File: src/sv/jac_pkg.sv
// Shared types and constants for the joystick axis conditioner.
// Used by jac_divider and joystick_axis_conditioner_core; no dependencies.
`timescale 1ns / 1ps

package jac_pkg;

  // Widths of the divider operands.
  localparam int unsigned DIVIDEND_W = 16;
  localparam int unsigned DIVISOR_W  = 8;
  localparam int unsigned DIV_STEP_W = 4;

  typedef logic [DIVIDEND_W-1:0] dividend_t;
  typedef logic [DIVISOR_W-1:0]  divisor_t;

  // Configuration register indexes.
  localparam logic [2:0] REG_UPDATE_COUNT  = 3'd0;
  localparam logic [2:0] REG_CALIB_SAMPLES = 3'd1;
  localparam logic [2:0] REG_X_MINIMUM     = 3'd2;
  localparam logic [2:0] REG_X_MAXIMUM     = 3'd3;
  localparam logic [2:0] REG_Y_MINIMUM     = 3'd4;
  localparam logic [2:0] REG_Y_MAXIMUM     = 3'd5;
  localparam logic [2:0] REG_DEAD_ZONE     = 3'd6;

  // Configuration reset values.
  localparam logic [7:0] UPDATE_COUNT_RST  = 8'd10;
  localparam logic [7:0] CALIB_SAMPLES_RST = 8'd10;
  localparam logic [7:0] X_MINIMUM_RST     = 8'd68;
  localparam logic [7:0] X_MAXIMUM_RST     = 8'd248;
  localparam logic [7:0] Y_MINIMUM_RST     = 8'd65;
  localparam logic [7:0] Y_MAXIMUM_RST     = 8'd249;
  localparam logic [6:0] DEAD_ZONE_RST     = 7'd20;

  // Percent scaling and saturation.
  localparam logic [6:0] PERCENT_SCALE = 7'd100;
  localparam logic [6:0] PERCENT_MAX   = 7'd100;

  // Direction codes.
  localparam logic [2:0] DIR_NEUTRAL = 3'd0;
  localparam logic [2:0] DIR_UP      = 3'd1;
  localparam logic [2:0] DIR_DOWN    = 3'd2;
  localparam logic [2:0] DIR_LEFT    = 3'd3;
  localparam logic [2:0] DIR_RIGHT   = 3'd4;

endpackage

File: src/sv/jac_divider.sv
// Restoring divider, one quotient bit per cycle, shared by all divisions.
// Depends on jac_pkg for operand widths.
`timescale 1ns / 1ps

module jac_divider (
  input  logic               clk,
  input  logic               rst,
  input  logic               start,
  input  jac_pkg::dividend_t dividend,
  input  jac_pkg::divisor_t  divisor,
  output logic               done,
  output jac_pkg::dividend_t quotient
);

  logic                             busy;
  logic [jac_pkg::DIV_STEP_W-1:0]   step;
  logic [jac_pkg::DIVISOR_W-1:0]    rem;
  jac_pkg::dividend_t               quo;
  jac_pkg::divisor_t                dvs;

  logic [jac_pkg::DIVISOR_W:0]      shifted;
  logic [jac_pkg::DIVISOR_W:0]      trial;
  logic                             fits;

  // One trial subtraction of the divisor from the shifted remainder.
  always_comb begin
    shifted = {rem, quo[jac_pkg::DIVIDEND_W-1]};
    fits    = shifted >= {1'b0, dvs};
    trial   = shifted - {1'b0, dvs};
  end

  // Control: a run of exactly DIVIDEND_W steps, done pulses after the last.
  always_ff @(posedge clk) begin
    if (rst) begin
      busy <= 1'b0;
      done <= 1'b0;
      step <= '0;
    end else begin
      done <= 1'b0;
      if (start) begin
        busy <= 1'b1;
        step <= '0;
      end else if (busy) begin
        step <= step + 1'b1;
        if (step == jac_pkg::DIV_STEP_W'(jac_pkg::DIVIDEND_W - 1)) begin
          busy <= 1'b0;
          done <= 1'b1;
        end
      end
    end
  end

  // Datapath: remainder and the dividend that shifts into the quotient.
  always_ff @(posedge clk) begin
    if (start) begin
      rem <= '0;
      quo <= dividend;
      dvs <= divisor;
    end else if (busy) begin
      rem <= fits ? trial[jac_pkg::DIVISOR_W-1:0] : shifted[jac_pkg::DIVISOR_W-1:0];
      quo <= {quo[jac_pkg::DIVIDEND_W-2:0], fits};
    end
  end

  assign quotient = quo;

endmodule

File: src/sv/joystick_axis_conditioner_core.sv
// Joystick axis conditioner top level: sample accumulation, run sequencer,
// percent scaling and direction classification. Depends on jac_pkg, jac_divider.
`timescale 1ns / 1ps
//
// Usage:
//   Input channel (in_valid / in_stall): one beat carries func, x_sample,
//   y_sample and button_pin. A beat that does not end a run is summed in the
//   cycle it is accepted, and the next beat may follow in the next cycle.
//   A beat that ends a run holds in_stall high while the sequencer runs up to
//   four divisions on one shared bit-serial divider (16 steps each; a skipped
//   division gives a zero result): two for the averages and, for an update
//   run, two for the axis percents. The next beat is taken once the result
//   has been loaded into the output register.
//   Output channel (out_valid / out_stall): one result beat per finished run,
//   held in an output register. Beats that do not end a run are still taken
//   while a result waits; a finished run waits in the last sequencer step
//   until the output register is free.
//   Configuration port (cfg_valid / cfg_ready / cfg_index / cfg_data) is
//   always ready; write it only while the block is idle.
//   Reset (rst, synchronous) loads the register defaults, clears the sums,
//   count, run kind and zero points, and drops out_valid.

module joystick_axis_conditioner_core (
  input  logic              clk,
  input  logic              rst,
  // Input channel.
  input  logic              in_valid,
  output logic              in_stall,
  input  logic              func,
  input  logic [7:0]        x_sample,
  input  logic [7:0]        y_sample,
  input  logic              button_pin,
  // Output channel.
  output logic              out_valid,
  input  logic              out_stall,
  output logic [7:0]        x_average,
  output logic [7:0]        y_average,
  output logic signed [7:0] x_percent,
  output logic signed [7:0] y_percent,
  output logic [2:0]        direction,
  output logic              button_pressed,
  output logic              was_calibration,
  // Configuration port.
  input  logic              cfg_valid,
  output logic              cfg_ready,
  input  logic [2:0]        cfg_index,
  input  logic [7:0]        cfg_data
);

  typedef enum logic [1:0] {
    ST_IDLE,
    ST_LOAD,
    ST_WAIT,
    ST_FINISH
  } state_t;

  typedef enum logic [1:0] {
    PH_X_AVG,
    PH_Y_AVG,
    PH_X_PCT,
    PH_Y_PCT
  } phase_t;

  // Configuration registers.
  logic [7:0] update_count;
  logic [7:0] calib_samples;
  logic [7:0] x_minimum;
  logic [7:0] x_maximum;
  logic [7:0] y_minimum;
  logic [7:0] y_maximum;
  logic [6:0] dead_zone;

  // Run state.
  state_t      state;
  phase_t      phase;
  logic [15:0] x_sum;
  logic [15:0] y_sum;
  logic [7:0]  sample_count;
  logic        run_mode;
  logic [7:0]  x_zero_point;
  logic [7:0]  y_zero_point;
  logic        zero_avg;
  logic        last_pressed;
  logic [7:0]  xa;
  logic [7:0]  ya;
  logic signed [7:0] xp;
  logic signed [7:0] yp;
  logic        pct_neg;

  // Accumulation signals.
  logic        in_accept;
  logic        mode_change;
  logic [15:0] x_sum_next;
  logic [15:0] y_sum_next;
  logic [7:0]  sample_count_next;
  logic [7:0]  target;
  logic        run_end;

  // Percent setup signals.
  logic [7:0]  pv;
  logic [7:0]  pz;
  logic [7:0]  plo;
  logic [7:0]  phi;
  logic        above;
  logic [7:0]  diff;
  logic [8:0]  span;
  logic        span_pos;
  logic [14:0] scaled;

  // Divider interface.
  logic                div_start;
  jac_pkg::dividend_t  div_dividend;
  jac_pkg::divisor_t   div_divisor;
  logic                div_done;
  jac_pkg::dividend_t  div_quotient;
  logic [6:0]          pct_mag;
  logic signed [7:0]   pct_value;

  // Classification signals.
  logic signed [8:0] dz;
  logic signed [8:0] xs9;
  logic signed [8:0] ys9;
  logic signed [8:0] ay;
  logic [2:0]        dir_calc;

  logic out_free;

  assign cfg_ready = 1'b1;
  assign in_stall  = (state != ST_IDLE);
  assign in_accept = in_valid && !in_stall;
  assign out_free  = !out_valid || !out_stall;

  // Configuration writes.
  always_ff @(posedge clk) begin
    if (rst) begin
      update_count  <= jac_pkg::UPDATE_COUNT_RST;
      calib_samples <= jac_pkg::CALIB_SAMPLES_RST;
      x_minimum     <= jac_pkg::X_MINIMUM_RST;
      x_maximum     <= jac_pkg::X_MAXIMUM_RST;
      y_minimum     <= jac_pkg::Y_MINIMUM_RST;
      y_maximum     <= jac_pkg::Y_MAXIMUM_RST;
      dead_zone     <= jac_pkg::DEAD_ZONE_RST;
    end else if (cfg_valid && cfg_ready) begin
      unique case (cfg_index)
        jac_pkg::REG_UPDATE_COUNT:  update_count  <= cfg_data;
        jac_pkg::REG_CALIB_SAMPLES: calib_samples <= cfg_data;
        jac_pkg::REG_X_MINIMUM:     x_minimum     <= cfg_data;
        jac_pkg::REG_X_MAXIMUM:     x_maximum     <= cfg_data;
        jac_pkg::REG_Y_MINIMUM:     y_minimum     <= cfg_data;
        jac_pkg::REG_Y_MAXIMUM:     y_maximum     <= cfg_data;
        jac_pkg::REG_DEAD_ZONE:     dead_zone     <= cfg_data[6:0];
        default: ;
      endcase
    end
  end

  // Sum the new sample; a change of run kind restarts the sums and count.
  always_comb begin
    mode_change = (func != run_mode);
    if (mode_change) begin
      x_sum_next        = {8'd0, x_sample};
      y_sum_next        = {8'd0, y_sample};
      sample_count_next = 8'd1;
    end else begin
      x_sum_next        = x_sum + {8'd0, x_sample};
      y_sum_next        = y_sum + {8'd0, y_sample};
      sample_count_next = (sample_count == 8'hFF) ? sample_count : sample_count + 8'd1;
    end
    target  = func ? calib_samples : update_count;
    run_end = (target == 8'd0) || (sample_count_next >= target);
  end

  // Operands for one axis percent: offset from zero and span toward the limit.
  always_comb begin
    if (phase == PH_X_PCT) begin
      pv  = xa;
      pz  = x_zero_point;
      plo = x_minimum;
      phi = x_maximum;
    end else begin
      pv  = ya;
      pz  = y_zero_point;
      plo = y_minimum;
      phi = y_maximum;
    end
    above    = (pv >= pz);
    diff     = above ? (pv - pz) : (pz - pv);
    span     = above ? ({1'b0, phi} - {1'b0, pz}) : ({1'b0, pz} - {1'b0, plo});
    span_pos = !span[8] && (span != 9'd0);
    scaled   = 15'(diff) * 15'(jac_pkg::PERCENT_SCALE);
  end

  // Divider operand selection for the current phase.
  always_comb begin
    unique case (phase)
      PH_X_AVG: begin
        div_dividend = x_sum;
        div_divisor  = sample_count;
      end
      PH_Y_AVG: begin
        div_dividend = y_sum;
        div_divisor  = sample_count;
      end
      PH_X_PCT, PH_Y_PCT: begin
        div_dividend = {1'b0, scaled};
        div_divisor  = span[7:0];
      end
      default: begin
        div_dividend = x_sum;
        div_divisor  = sample_count;
      end
    endcase
    div_start = (state == ST_LOAD) &&
                (((phase == PH_X_AVG || phase == PH_Y_AVG) && !zero_avg) ||
                 ((phase == PH_X_PCT || phase == PH_Y_PCT) && span_pos));
  end

  // Saturated, signed percent from the divider quotient.
  always_comb begin
    pct_mag   = (div_quotient > {9'd0, jac_pkg::PERCENT_MAX}) ? jac_pkg::PERCENT_MAX
                                                              : div_quotient[6:0];
    pct_value = pct_neg ? -$signed({1'b0, pct_mag}) : $signed({1'b0, pct_mag});
  end

  // Direction with a deadzone; x wins ties.
  always_comb begin
    dz  = $signed({2'b00, dead_zone});
    xs9 = 9'(xp);
    ys9 = 9'(yp);
    ay  = (ys9 < 0) ? -ys9 : ys9;
    if (xs9 > dz && xs9 >= ay) begin
      dir_calc = jac_pkg::DIR_RIGHT;
    end else if (xs9 < -dz && -xs9 >= ay) begin
      dir_calc = jac_pkg::DIR_LEFT;
    end else if (ys9 > dz) begin
      dir_calc = jac_pkg::DIR_UP;
    end else if (ys9 < -dz) begin
      dir_calc = jac_pkg::DIR_DOWN;
    end else begin
      dir_calc = jac_pkg::DIR_NEUTRAL;
    end
  end

  jac_divider u_div (
    .clk      (clk),
    .rst      (rst),
    .start    (div_start),
    .dividend (div_dividend),
    .divisor  (div_divisor),
    .done     (div_done),
    .quotient (div_quotient)
  );

  // Run sequencer with the output register.
  always_ff @(posedge clk) begin
    if (rst) begin
      state        <= ST_IDLE;
      phase        <= PH_X_AVG;
      x_sum        <= '0;
      y_sum        <= '0;
      sample_count <= '0;
      run_mode     <= 1'b0;
      x_zero_point <= '0;
      y_zero_point <= '0;
      out_valid    <= 1'b0;
    end else begin
      // A taken result frees the register unless a new one loads this cycle.
      if (out_valid && !out_stall && state != ST_FINISH) begin
        out_valid <= 1'b0;
      end
      unique case (state)
        ST_IDLE: begin
          if (in_accept) begin
            run_mode     <= func;
            last_pressed <= !button_pin;
            x_sum        <= x_sum_next;
            y_sum        <= y_sum_next;
            sample_count <= sample_count_next;
            if (run_end) begin
              zero_avg <= (target == 8'd0);
              phase    <= PH_X_AVG;
              state    <= ST_LOAD;
            end
          end
        end
        ST_LOAD: begin
          pct_neg <= !above;
          if (div_start) begin
            state <= ST_WAIT;
          end else begin
            // Skipped division: the result is zero.
            unique case (phase)
              PH_X_AVG: begin
                xa    <= '0;
                phase <= PH_Y_AVG;
              end
              PH_Y_AVG: begin
                ya <= '0;
                if (run_mode) begin
                  state <= ST_FINISH;
                end else begin
                  phase <= PH_X_PCT;
                end
              end
              PH_X_PCT: begin
                xp    <= '0;
                phase <= PH_Y_PCT;
              end
              PH_Y_PCT: begin
                yp    <= '0;
                state <= ST_FINISH;
              end
              default: state <= ST_FINISH;
            endcase
          end
        end
        ST_WAIT: begin
          if (div_done) begin
            state <= ST_LOAD;
            unique case (phase)
              PH_X_AVG: begin
                xa    <= div_quotient[7:0];
                phase <= PH_Y_AVG;
              end
              PH_Y_AVG: begin
                ya <= div_quotient[7:0];
                if (run_mode) begin
                  state <= ST_FINISH;
                end else begin
                  phase <= PH_X_PCT;
                end
              end
              PH_X_PCT: begin
                xp    <= pct_value;
                phase <= PH_Y_PCT;
              end
              PH_Y_PCT: begin
                yp    <= pct_value;
                state <= ST_FINISH;
              end
              default: state <= ST_FINISH;
            endcase
          end
        end
        ST_FINISH: begin
          if (out_free) begin
            out_valid       <= 1'b1;
            x_average       <= xa;
            y_average       <= ya;
            button_pressed  <= last_pressed;
            was_calibration <= run_mode;
            if (run_mode) begin
              x_zero_point <= xa;
              y_zero_point <= ya;
              x_percent    <= '0;
              y_percent    <= '0;
              direction    <= jac_pkg::DIR_NEUTRAL;
            end else begin
              x_percent <= xp;
              y_percent <= yp;
              direction <= dir_calc;
            end
            x_sum        <= '0;
            y_sum        <= '0;
            sample_count <= '0;
            state        <= ST_IDLE;
          end
        end
        default: state <= ST_IDLE;
      endcase
    end
  end

endmodule

File: config.mk
export PLATFORM = sky130hd
export DESIGN_NAME = joystick_axis_conditioner_core
export DESIGN_NICKNAME = d
export VERILOG_FILES = /design/src/sv/jac_pkg.sv /design/src/sv/jac_divider.sv /design/src/sv/joystick_axis_conditioner_core.sv
export SDC_FILE = /design/constraint.sdc
export NUM_CORES = 1
export LEC_CHECK = 0
export BUFFER_PORTS_ARGS = -buffer_cell sky130_fd_sc_hd__buf_2
export CELL_PAD_IN_SITES_DETAIL_PLACEMENT = 1
export CELL_PAD_IN_SITES_GLOBAL_PLACEMENT = 2
export CORE_UTILIZATION = 42
export DETAILED_ROUTE_END_ITERATION = 12
export GPL_ROUTABILITY_DRIVEN = 0
export PLACE_DENSITY_LB_ADDON = 0.05
export SETUP_SLACK_MARGIN = 0.4
export SKIP_LAST_GASP = 1
export SYNTH_ARGS = -nofsm -noshare
export SYNTH_HDL_FRONTEND = slang
export SYNTH_HIERARCHICAL = 1
export SYNTH_SLANG_ARGS = --single-unit
File: constraint.sdc
create_clock -name clk -period 19.66 [get_ports clk]
set_clock_uncertainty 0.05 [all_clocks]
set_input_delay 2.949 -clock clk [delete_from_list [all_inputs] [get_ports clk]]
set_output_delay 2.949 -clock clk [all_outputs]
set_load 0.005 [all_outputs]
==> flow_summary.yaml <==
routing:
  highest_layer: "met4"
  drt-pass1-iter-count: 5
  route.antenna.remaining_nets: 0
  average_wire_per_cell_in_the_routed_design_um: 19.69
  drcViolationCount: 0
  aggregate_routed_wire_length_mm: 43.92
  wl_met2_mm: 20.78
  first_iter_violations: 576
  vias: 12520
  route.detailed.vias_per_inst: 5.613
  routed-wl-met3_mm: 1.649
  route.layer.met1.wl_mm: 20.86
synthesis:
  post_synth.cell_area_avg_um2: 8.882
  synthesized_cell_area_um2: 15090
  async_reset_ff_share_pct: 0
  synth.mux.area_fraction_pct: 5.597
  synth-edff-count: 96
  combinational_family_with_the_most_area_after_synthesis: "simple AND/OR/NAND/NOR gates"
  synth_compound_gate_area_share_pct: 16.86
  synth_xor_area_share_pct: 3.656
  ys_seq_area_share_pct: 36.48
  yosysWarningCount: 6
  ys_dominant_reg_cell: "sky130_fd_sc_hd__dfxtp_1"
  arithmetic_cell_share_of_the_synthesized_area_counting_full_adders_half_adders_and_majority_gates_pct: 13.60
  register_bit_count_reported_by_yosys: 227
  synth_simple_gate_area_share_pct: 19.18
  syn_inst: 1699
  post_synth_num_cell_types: 90
timing:
  hold_viol: 0
  slew_headroom_pct: 32.17
  period_needed_ns: 7.958
  setup-violations-final: 0
  hold_slack_ns: 0.3842
  maxSlewViolCount: 0
  grt_setup_unrepaired: "false"
  final.setup.tns_ns: 0
  finalCritPeriodShare_pct: 40.48
  worst_slew_pin_slew_ns: 1.017
  fmax_mhz: 125.7
cells_and_area:
  layout-area-overhead-vs-synth_pct: 11.25
  layout.cells.most_common: "sky130_fd_sc_hd__nand2_1"
  nNetsFinal: 1940
  layout_common_cells: "sky130_fd_sc_hd__nand2_1, sky130_fd_sc_hd__ha_1, sky130_fd_sc_hd__dfxtp_1"
  layout.core_utilization_pct: 47.31
  drive_above_1_share_pct: 11.53
  antennaDiodeCount: 0
  filler_cell_count: 4162
global_routing:
  initial_antenna_violation_count: 3
  number_of_global_route_vias_before_repair: 12380
  grt_util_all_layers_pct: 24.23
  grt_max_degree: 85
  grt_pass1_wl_mm: 69.08
  globalRoute.totalOverflow: 0
clock_tree:
  cts_htree_levels: 1
  worst_skew_pair.late_latency_ns: 0.57
  cts_buffers: 28
  clock-sinks: 227
  clockBufferDepth: 3
  worst_setup_hold_path_clk_slew_ns: 0.06
  post_cts_buffers: 0
  cts_resized: 0
  holdBufCountCts: 0
  tritoncts: "built"
  ctsRootBufferMaster: "sky130_fd_sc_hd__clkbuf_16"
floorplan:
  die-area_um2: 36690
  initial_utilization_pct: 42.53
  num_io_pins: 74
  die_h_um: 191.6
  coreArea_um2: 35480
  die_x_um: 191.6
  placement_rows: 69
worst_hold_path:
  hold_class: "register to register"
worst_setup_path:
  arrival_ns: 8.22
  setup.worst_path.start_class: "register"
  criticalPathCategory: "register to register"
  worst_ep_required_time_ns: 19.93
  crit_path_capture_type: "register"
  critical_path_peak_fanout: 54
place:
  hpwlAfterDp_mm: 33.45
  placement.io_buffers: 72
pwr:
  static-leakage-power_nw: 6.633
  powerDensity_nw_per_um2: 82.31
  peak_supply_drop_uv: 67.29
run:
  drv.max_cap_violation_count: 0
status:
  status: "complete, no violations"
==> synthesized netlist by cell type, drive strengths merged (8+ instances only) <==
library cell / instances / area [µm²]
a21boi: 9 / 67.57
a21o: 22 / 168.9
a21oi: 117 / 596.8
a22oi: 25 / 187.7
a31oi: 15 / 93.84
and2: 16 / 101.4
and3: 10 / 62.56
buf: 17 / 97.59
clkbuf: 48 / 210.2
dfxtp: 131 / 2623
edfxtp: 96 / 2883
fa: 10 / 200.2
ha: 148 / 1852
inv: 98 / 367.9
mux2: 32 / 360.4
mux2i: 48 / 484.2
nand2: 263 / 987.2
nand2b: 19 / 118.9
nand3: 57 / 285.3
nand3b: 8 / 60.06
nand4: 13 / 81.33
nor2: 109 / 409.1
nor2b: 37 / 231.5
nor3: 24 / 120.1
nor3b: 9 / 67.56
nor4: 10 / 68.81
o211ai: 10 / 75.07
o21a: 19 / 150.1
o21ai: 87 / 435.4
o31ai: 16 / 125.1
or2: 10 / 62.56
or3: 11 / 68.82
xnor2: 36 / 315.3
xor2: 27 / 236.5
==> layer usage <==
layer	up-vias	GRT usage, %
met1	6105	33.02
met5	-	0
met4	0	4.426
li1	6183	-
met2	190	41.22
met3	45	2.956
==> power breakdown <==
group          switching, mW  internal (mW)
registers             0.0297          0.520
logic                  0.173          0.117
clock network          0.216          0.326
==> area by class of cell <==
type / instances / area, µm² / share of cell area (%)
multi-input cells: 1309 / 8909 / 53.06
flip-flops and latches: 227 / 5505 / 32.79
clock buffers: 31 / 743.2 / 4.427
well taps: 461 / 576.8 / 3.436
repair buffers: 83 / 442.9 / 2.638
inverters: 99 / 376.6 / 2.243
clock inverters: 21 / 235.2 / 1.401
==> worst max-delay path: stages (launching register included) <==
cell	delay [ns]
sky130_fd_sc_hd__dfxtp_1	0.35
sky130_fd_sc_hd__inv_1	0.10
sky130_fd_sc_hd__ha_2	0.16
sky130_fd_sc_hd__buf_4	0.58
sky130_fd_sc_hd__mux2i_1	0.61
sky130_fd_sc_hd__inv_1	0.26
sky130_fd_sc_hd__fa_1	0.52
sky130_fd_sc_hd__a21boi_0	0.16
sky130_fd_sc_hd__nor4bb_1	0.27
sky130_fd_sc_hd__or3_1	0.70
sky130_fd_sc_hd__clkinv_4	0.31
sky130_fd_sc_hd__mux2i_1	0.36
sky130_fd_sc_hd__xnor2_1	0.21
sky130_fd_sc_hd__ha_1	0.29
sky130_fd_sc_hd__ha_1	0.27
sky130_fd_sc_hd__inv_1	0.05
sky130_fd_sc_hd__fa_1	0.51
sky130_fd_sc_hd__inv_1	0.05
sky130_fd_sc_hd__ha_1	0.32
sky130_fd_sc_hd__nor2b_1	0.14
sky130_fd_sc_hd__o21ai_0	0.20
sky130_fd_sc_hd__a21boi_0	0.16
sky130_fd_sc_hd__o21ai_0	0.22
sky130_fd_sc_hd__a21boi_0	0.15
sky130_fd_sc_hd__o21a_1	0.20
sky130_fd_sc_hd__o21ai_0	0.14
sky130_fd_sc_hd__nand3_1	0.09
sky130_fd_sc_hd__mux2_2	0.27
==> cells by family (layout without fill, tap and decap cells) <==
family | Yosys count | count (layout)
adder cells (fa/ha/maj) | 158 | 158
buffers and inverters | 165 | 234
AND/OR/NAND/NOR | 616 | 616
other | 1 | 3
XOR/XNOR | 63 | 63
multiplexers | 80 | 80
AO/OA/AOI/OAI | 389 | 389
flip-flops | 227 | 227
==> through the flow <==
stage / instances / cell area (µm²) / setup WS (ns) / power, mW
2_1_floorplan: 1701 / 15100 / 12.88 / 0.7660
3_3_place_gp: 2179 / 15810 / 11.95 / 0.8409
3_5_place_dp: 2179 / 15810 / 11.75 / 0.8502
4_1_cts: 2231 / 16790 / 11.71 / 1.396
5_1_grt: 2231 / 16790 / 11.07 / 1.452
6_report: 2231 / 16790 / 11.70 / 1.382
==> final timing paths <==
check,start,to,slack [ns],cells past startpoint
setup reg to reg,phase[0],u_div/quotient[14],11.70,27
hold / removal,last_pressed,button_pressed,0.38,0
hold reg to reg,last_pressed,button_pressed,0.38,0
setup / recovery,phase[0],u_div/quotient[14],11.70,27
Power figures use the tool's default switching activity.
